**src/sv/chacha_pkg.sv**
```systemverilog
package chacha_pkg;

    // Data path and configuration widths.
    localparam int WORD_W    = 32;
    localparam int CFG_W     = 64;
    localparam int CFG_IDX_W = 3;
    localparam int POS_W     = 4;

    // Rounds; an odd count runs as one more, since rounds go in column/diagonal pairs.
    localparam int ROUND_COUNT = 20;
    localparam int NUM_HALF    = 2 * ((ROUND_COUNT + 1) / 2);
    localparam int HALF_W      = $clog2(NUM_HALF);

    typedef logic [WORD_W-1:0]       t_word;
    typedef logic [15:0][WORD_W-1:0] t_words;
    typedef logic [3:0][WORD_W-1:0]  t_lanes;

    // Block function constants ("expand 32-byte k").
    localparam t_word SIGMA0 = 32'h6170_7865;
    localparam t_word SIGMA1 = 32'h3320_646E;
    localparam t_word SIGMA2 = 32'h7962_2D32;
    localparam t_word SIGMA3 = 32'h6B20_6574;

    // Configuration register indexes.
    localparam logic [CFG_IDX_W-1:0] REG_KEY0     = 3'd0;
    localparam logic [CFG_IDX_W-1:0] REG_KEY1     = 3'd1;
    localparam logic [CFG_IDX_W-1:0] REG_KEY2     = 3'd2;
    localparam logic [CFG_IDX_W-1:0] REG_KEY3     = 3'd3;
    localparam logic [CFG_IDX_W-1:0] REG_NONCE_LO = 3'd4;
    localparam logic [CFG_IDX_W-1:0] REG_NONCE_HI = 3'd5;
    localparam logic [CFG_IDX_W-1:0] REG_CTR      = 3'd6;

    // Quarter-round steps: add, xor, rotate by the named amount.
    localparam logic [1:0] STEP_AB16 = 2'd0;
    localparam logic [1:0] STEP_CD12 = 2'd1;
    localparam logic [1:0] STEP_AB8  = 2'd2;
    localparam logic [1:0] STEP_CD7  = 2'd3;

    // Status of the block function engine.
    typedef struct packed {
        logic busy;
        logic done;
    } t_blk_stat;

endpackage

```
**src/sv/chacha_arx.sv**
```systemverilog
module chacha_arx import chacha_pkg::*; (
    input  logic [1:0] i_step,
    input  t_lanes     i_p,
    input  t_lanes     i_q,
    input  t_lanes     i_r,
    output t_lanes     o_sum,
    output t_lanes     o_mix
);

    t_lanes v_sum;
    t_lanes v_x;

    // Four independent lanes: sum = p + q, mix = rotl(r ^ sum, amount of the step).
    always_comb begin
        for (int k = 0; k < 4; k++) begin
            v_sum[k] = i_p[k] + i_q[k];
            v_x[k]   = i_r[k] ^ v_sum[k];
            case (i_step)
                STEP_AB16: o_mix[k] = {v_x[k][15:0], v_x[k][31:16]};
                STEP_CD12: o_mix[k] = {v_x[k][19:0], v_x[k][31:20]};
                STEP_AB8:  o_mix[k] = {v_x[k][23:0], v_x[k][31:24]};
                STEP_CD7:  o_mix[k] = {v_x[k][24:0], v_x[k][31:25]};
                default:   o_mix[k] = v_x[k];
            endcase
        end
        o_sum = v_sum;
    end

endmodule

```
**src/sv/chacha_block.sv**
```systemverilog
module chacha_block import chacha_pkg::*; (
    input  logic             i_clk,
    input  logic             i_rst_n,
    input  logic             i_start,
    input  t_words           i_init,
    input  logic [POS_W-1:0] i_rd_idx,
    output t_blk_stat        o_stat,
    output t_word            o_rd_word
);

    t_words            r_w;
    t_words            n_w;
    logic              r_busy;
    logic              r_done;
    logic [1:0]        r_step;
    logic [HALF_W-1:0] r_half;

    logic              v_diag;
    logic [3:0][1:0]   v_ib;
    logic [3:0][1:0]   v_ic;
    logic [3:0][1:0]   v_id;
    t_lanes            v_a;
    t_lanes            v_b;
    t_lanes            v_c;
    t_lanes            v_d;
    t_lanes            v_p;
    t_lanes            v_q;
    t_lanes            v_r;
    t_lanes            v_sum;
    t_lanes            v_mix;

    // Gather the four quarter-round lanes; diagonal rounds rotate rows b, c, d.
    always_comb begin
        v_diag = r_half[0];
        for (int k = 0; k < 4; k++) begin
            v_ib[k] = 2'(k) + {1'b0, v_diag};
            v_ic[k] = 2'(k) + {v_diag, 1'b0};
            v_id[k] = 2'(k) + {v_diag, v_diag};
            v_a[k]  = r_w[{2'b00, 2'(k)}];
            v_b[k]  = r_w[{2'b01, v_ib[k]}];
            v_c[k]  = r_w[{2'b10, v_ic[k]}];
            v_d[k]  = r_w[{2'b11, v_id[k]}];
        end
        if (!r_step[0]) begin
            v_p = v_a;
            v_q = v_b;
            v_r = v_d;
        end else begin
            v_p = v_c;
            v_q = v_d;
            v_r = v_b;
        end
    end

    chacha_arx u_arx (
        .i_step (r_step),
        .i_p    (v_p),
        .i_q    (v_q),
        .i_r    (v_r),
        .o_sum  (v_sum),
        .o_mix  (v_mix)
    );

    // Scatter the results back to the rows they came from.
    always_comb begin
        n_w = r_w;
        for (int k = 0; k < 4; k++) begin
            if (!r_step[0]) begin
                n_w[{2'b00, 2'(k)}]  = v_sum[k];
                n_w[{2'b11, v_id[k]}] = v_mix[k];
            end else begin
                n_w[{2'b10, v_ic[k]}] = v_sum[k];
                n_w[{2'b01, v_ib[k]}] = v_mix[k];
            end
        end
    end

    // Step sequencer: four steps per half round, NUM_HALF half rounds.
    always_ff @(posedge i_clk) begin
        if (!i_rst_n) begin
            r_busy <= 1'b0;
            r_done <= 1'b0;
            r_step <= '0;
            r_half <= '0;
        end else begin
            r_done <= 1'b0;
            if (i_start) begin
                r_busy <= 1'b1;
                r_step <= '0;
                r_half <= '0;
            end else if (r_busy) begin
                r_step <= r_step + 2'd1;
                if (r_step == STEP_CD7) begin
                    if (r_half == HALF_W'(NUM_HALF - 1)) begin
                        r_busy <= 1'b0;
                        r_done <= 1'b1;
                    end else begin
                        r_half <= r_half + 1'b1;
                    end
                end
            end
        end
    end

    // Working state.
    always_ff @(posedge i_clk) begin
        if (i_start) begin
            r_w <= i_init;
        end else if (r_busy) begin
            r_w <= n_w;
        end
    end

    assign o_rd_word = r_w[i_rd_idx];
    assign o_stat    = '{busy: r_busy, done: r_done};

endmodule

```
**config.mk**
```make
export PLATFORM = sky130hd
export DESIGN_NAME = chacha_block
export DESIGN_NICKNAME = d
export VERILOG_FILES = /design/src/sv/chacha_pkg.sv /design/src/sv/chacha_arx.sv /design/src/sv/chacha_block.sv
export SDC_FILE = /design/constraint.sdc
export NUM_CORES = 2
export LEC_CHECK = 0
export BUFFER_PORTS_ARGS = -buffer_cell sky130_fd_sc_hd__buf_2
export CAP_MARGIN = 20
export CORE_MARGIN = 2
export CORE_UTILIZATION = 32
export DETAILED_ROUTE_END_ITERATION = 16
export GPL_TIMING_DRIVEN = 1
export SLEW_MARGIN = 15
export SYNTH_ARGS = -nofsm -noshare
export SYNTH_HDL_FRONTEND = slang
export SYNTH_HIERARCHICAL = 1
export SYNTH_SLANG_ARGS = --single-unit
```
**constraint.sdc**
```tcl
create_clock -name i_clk -period 9.5 [get_ports i_clk]
set_input_delay 1.425 -clock i_clk [delete_from_list [all_inputs] [get_ports i_clk]]
set_output_delay 1.425 -clock i_clk [all_outputs]
set_load 0.01 [all_outputs]
```
==> run_results.csv <==
group,metric,value,unit
status,status,"completed",
clock_network,postCtsHoldBufs,0,
yosys,synthFlopType,"edfxtp_1",
clock_network,cts_sinks,521,
detailed_routing,wl_per_cell,36.10,µm
clock_network,clk_latency,0.72,ns
yosys,syn_area,0.05230,mm²
floorplanning,die_height,408.3,µm
placed_design,gp_congestion,1.067,
sta,worst_slack,1.411,ns
detailed_routing,finalWirelength,276.0,mm
grt,grt_first_pass_wirelength,374.2,mm
finish,area_growth,11.99,%
yosys,async_flop_share,0,%
sta,fin_crit,8.089,ns
sta,whs,0.4984,ns
yosys,synth_area_leaders,"edfxtp_1, mux4_2, mux2i_1",
critical_path,endpoint_kind,"flip-flop",
critical_path,cp_max_fo,62,
sta,fmax,123.6,MHz
yosys,syn_nets,5827,
clock_network,ctsHtreeMaxLevel,3,
yosys,synth_area_leader_cell,"edfxtp_1",
clock_network,cts_setup_buffers,0,
yosys,synth_seq_cells,521,
clock_network,clockBufferDepth,3,
yosys,yosys.area.top_type_share,29.40,%
worst_hold_path,hp-start,"r_half[1]$_SDFFE_PP0P_",
yosys,seq_area_frac_synth,29.74,%
critical_path,worst-r2r-setup-slack,1.41,ns
grt,grt_max_degree,207,
critical_path,worstRegToRegCells,18,
critical_path,worst_setup_path_start_kind,"flip-flop",
placed_design,dp_hpwl,219.0,mm
critical_path,required,10.08,ns
critical_path,rr_startpoint,"r_half[0]$_SDFFE_PP0P_",
yosys,synth.most_common_cell,"edfxtp_1",
grt,grt_pass1_vias,45570,
floorplanning,core,0.1626,mm²
sta,min_period_over_period,85.15,%
yosys,netlist_top_cells_count,"edfxtp_1, nor2_1, nand2_1",
sta,final_max_slew_viol_count,0,
finish,finalNetCount,6055,
floorplanning,ios,553,
grt,antenna_found_initial,35,
yosys,synth_warnings,6,
sta,rsz0062_at_grt,"false",
power,ir_drop,0.1632,mV
detailed_routing,routed_via_density,6.607,
yosys,synth_enable_flop_cells,512,
yosys,synth.distinct_cells,90,
clock_network,cts_root_buf,"clkbuf_16",
floorplanning,dieWidth,408.3,µm
sta,hold_viol_final,0,
run,drv_cap,0,
clock_network,numCtsBuffers,70,
sta,setup_violations,0,
clock_network,post_cts_resized,0,
floorplanning,dieArea,0.1667,mm²
detailed_routing,drc_errors,0,
sta,fin_tns_setup,0,ns
detailed_routing,drtIter0Drc,8281,
worst_hold_path,min_to,"r_half[1]$_SDFFE_PP0P_",
floorplanning,start_util,32.17,%
power,p_per_area,353.9,mW/mm²
worst_hold_path,min_path_type,"flip-flop to flip-flop",
detailed_routing,vias,50520,
clock_network,clk_pin_slew,0.07,ns
grt,grt_overflow,0,
yosys,avgSynthCellArea,10.10,µm²
yosys,synth_cells,5178,
critical_path,worstSetupPathType,"flip-flop to flip-flop",
critical_path,r2r-end,"r_w[238]$_DFFE_PP_",
sta,maxSlewHeadroom,14.41,%
placed_design,place.port_buffers,552,
floorplanning,placement_rows,148,
sta,worstMarginPinSlew,1.280,ns
sta,finalClockSkew,0.05321,ns
detailed_routing,ant_nets,0,
power,p_leak,22.12,nW
critical_path,cp.arrival,8.67,ns
placed_design,pre_cts_slack,1.588,ns
grt,grt_use_total,31.81,%
clock_network,cts_tree,"done",
finish,drive_above_1_share,22.33,%
detailed_routing,drtPass1Iterations,6,
worst_hold_path,min_delay_path_depth,2,
## worst max path at each step
stage,startpoint,to
4_1_cts,r_half[0]$_SDFFE_PP0P_,r_w[238]$_DFFE_PP_
6_report,r_half[0]$_SDFFE_PP0P_,r_w[238]$_DFFE_PP_
3_3_place_gp,r_half[0]$_SDFFE_PP0P_,r_w[238]$_DFFE_PP_
3_5_place_dp,r_half[0]$_SDFFE_PP0P_,r_w[238]$_DFFE_PP_
2_1_floorplan,i_start,r_w[128]$_DFFE_PP_
5_1_grt,r_half[0]$_SDFFE_PP0P_,r_w[238]$_DFFE_PP_
## logic make-up after synthesis
kind of cell | Yosys count | synth area share (%)
XOR/XNOR | 253 | 4.416
AO/OA/AOI/OAI | 1727 | 22.42
AND/OR/NAND/NOR | 1187 | 9.680
adder cells (fa/ha/maj) | 130 | 3.168
multiplexers | 849 | 25.88
buffers and inverters | 511 | 4.694
flip-flops | 521 | 29.74
## where the power goes
group	switching, mW	leakage, nW	internal, mW	total, mW
logic	9.57	15.7	4.17	13.7
registers	1.02	5.31	3.29	4.31
clock network	1.17	1.06	1.50	2.68
total	11.8	22.1	8.96	20.7
## flip-flops by register name, summed over array words and instances, names as in the netlist
register / flops
r_half: 5
r_step: 2
r_done: 1
r_w: 512
r_busy: 1
## per-stage QoR
stage / area, µm² / util [%] / cells / power (mW)
global route: 58540 / 36.01 / 7635 / 20.92
detailed placement: 56350 / 34.66 / 7508 / 17.19
CTS: 58530 / 36.00 / 7633 / 19.92
global placement: 56340 / 34.65 / 7507 / 17.13
finish: 58570 / 36.02 / 7647 / 20.73
floorplan: 52300 / - / 5178 / 10.95
## metal layers
metal / up-vias / routed length (µm) / track usage [%]
met5: - / 149 / 0
met3: 483 / 36400 / 8.792
met1: 25530 / 119700 / 47.88
met2: 3689 / 107300 / 42.40
li1: 20790 / - / -
met4: 24 / 12490 / 12.14
## area by class of cell
class / instances / area (µm²)
clock buffer: 92 / 1876
timing repair buffer: 630 / 3598
fill: 16500 / 104000
antenna: 13 / 32.53
tap: 2175 / 2721
clock inverter: 33 / 304.0
multi-input combinational: 4146 / 34330
inverter: 37 / 143.9
sequential: 521 / 15570
## cell usage in the layout, fill, tap and decap left out, types with 35 or more instances in the layout
cell type / netlist / routed
nand2_1: 422 / 422
ha_1: 126 / 126
a22o_1: 129 / 129
a311oi_1: 62 / 61
edfxtp_1: 512 / 512
mux2_2: 64 / 64
nand2b_1: 77 / 77
clkbuf_16: 0 / 71
buf_2: 179 / 549
nand3_1: 35 / 35
mux2i_1: 389 / 389
o2bb2ai_1: 67 / 67
o21ai_0: 230 / 228
buf_4: 73 / 59
mux4_2: 396 / 396
a22oi_1: 83 / 83
a211oi_1: 228 / 228
xor2_1: 140 / 140
nor2_1: 507 / 505
a21o_1: 304 / 303
xnor2_1: 106 / 105
a21oi_1: 410 / 410
## worst max-delay path, cell delays in order (launching register included)
cell	delay [ns]
dfxtp_4	0.88
buf_12	0.43
buf_12	0.31
buf_4	0.54
mux2i_1	0.15
a21oi_1	0.44
ha_1	0.42
a21oi_1	0.23
o21ai_0	0.18
a2111oi_0	0.65
o311ai_1	0.42
a311oi_1	0.38
xnor2_1	0.54
xor2_1	0.76
nor2_1	0.15
o31ai_1	0.71
mux2i_1	0.23
a211oi_1	0.31
a21o_1	0.11
No activity file was read; power rests on OpenSTA's default activity.
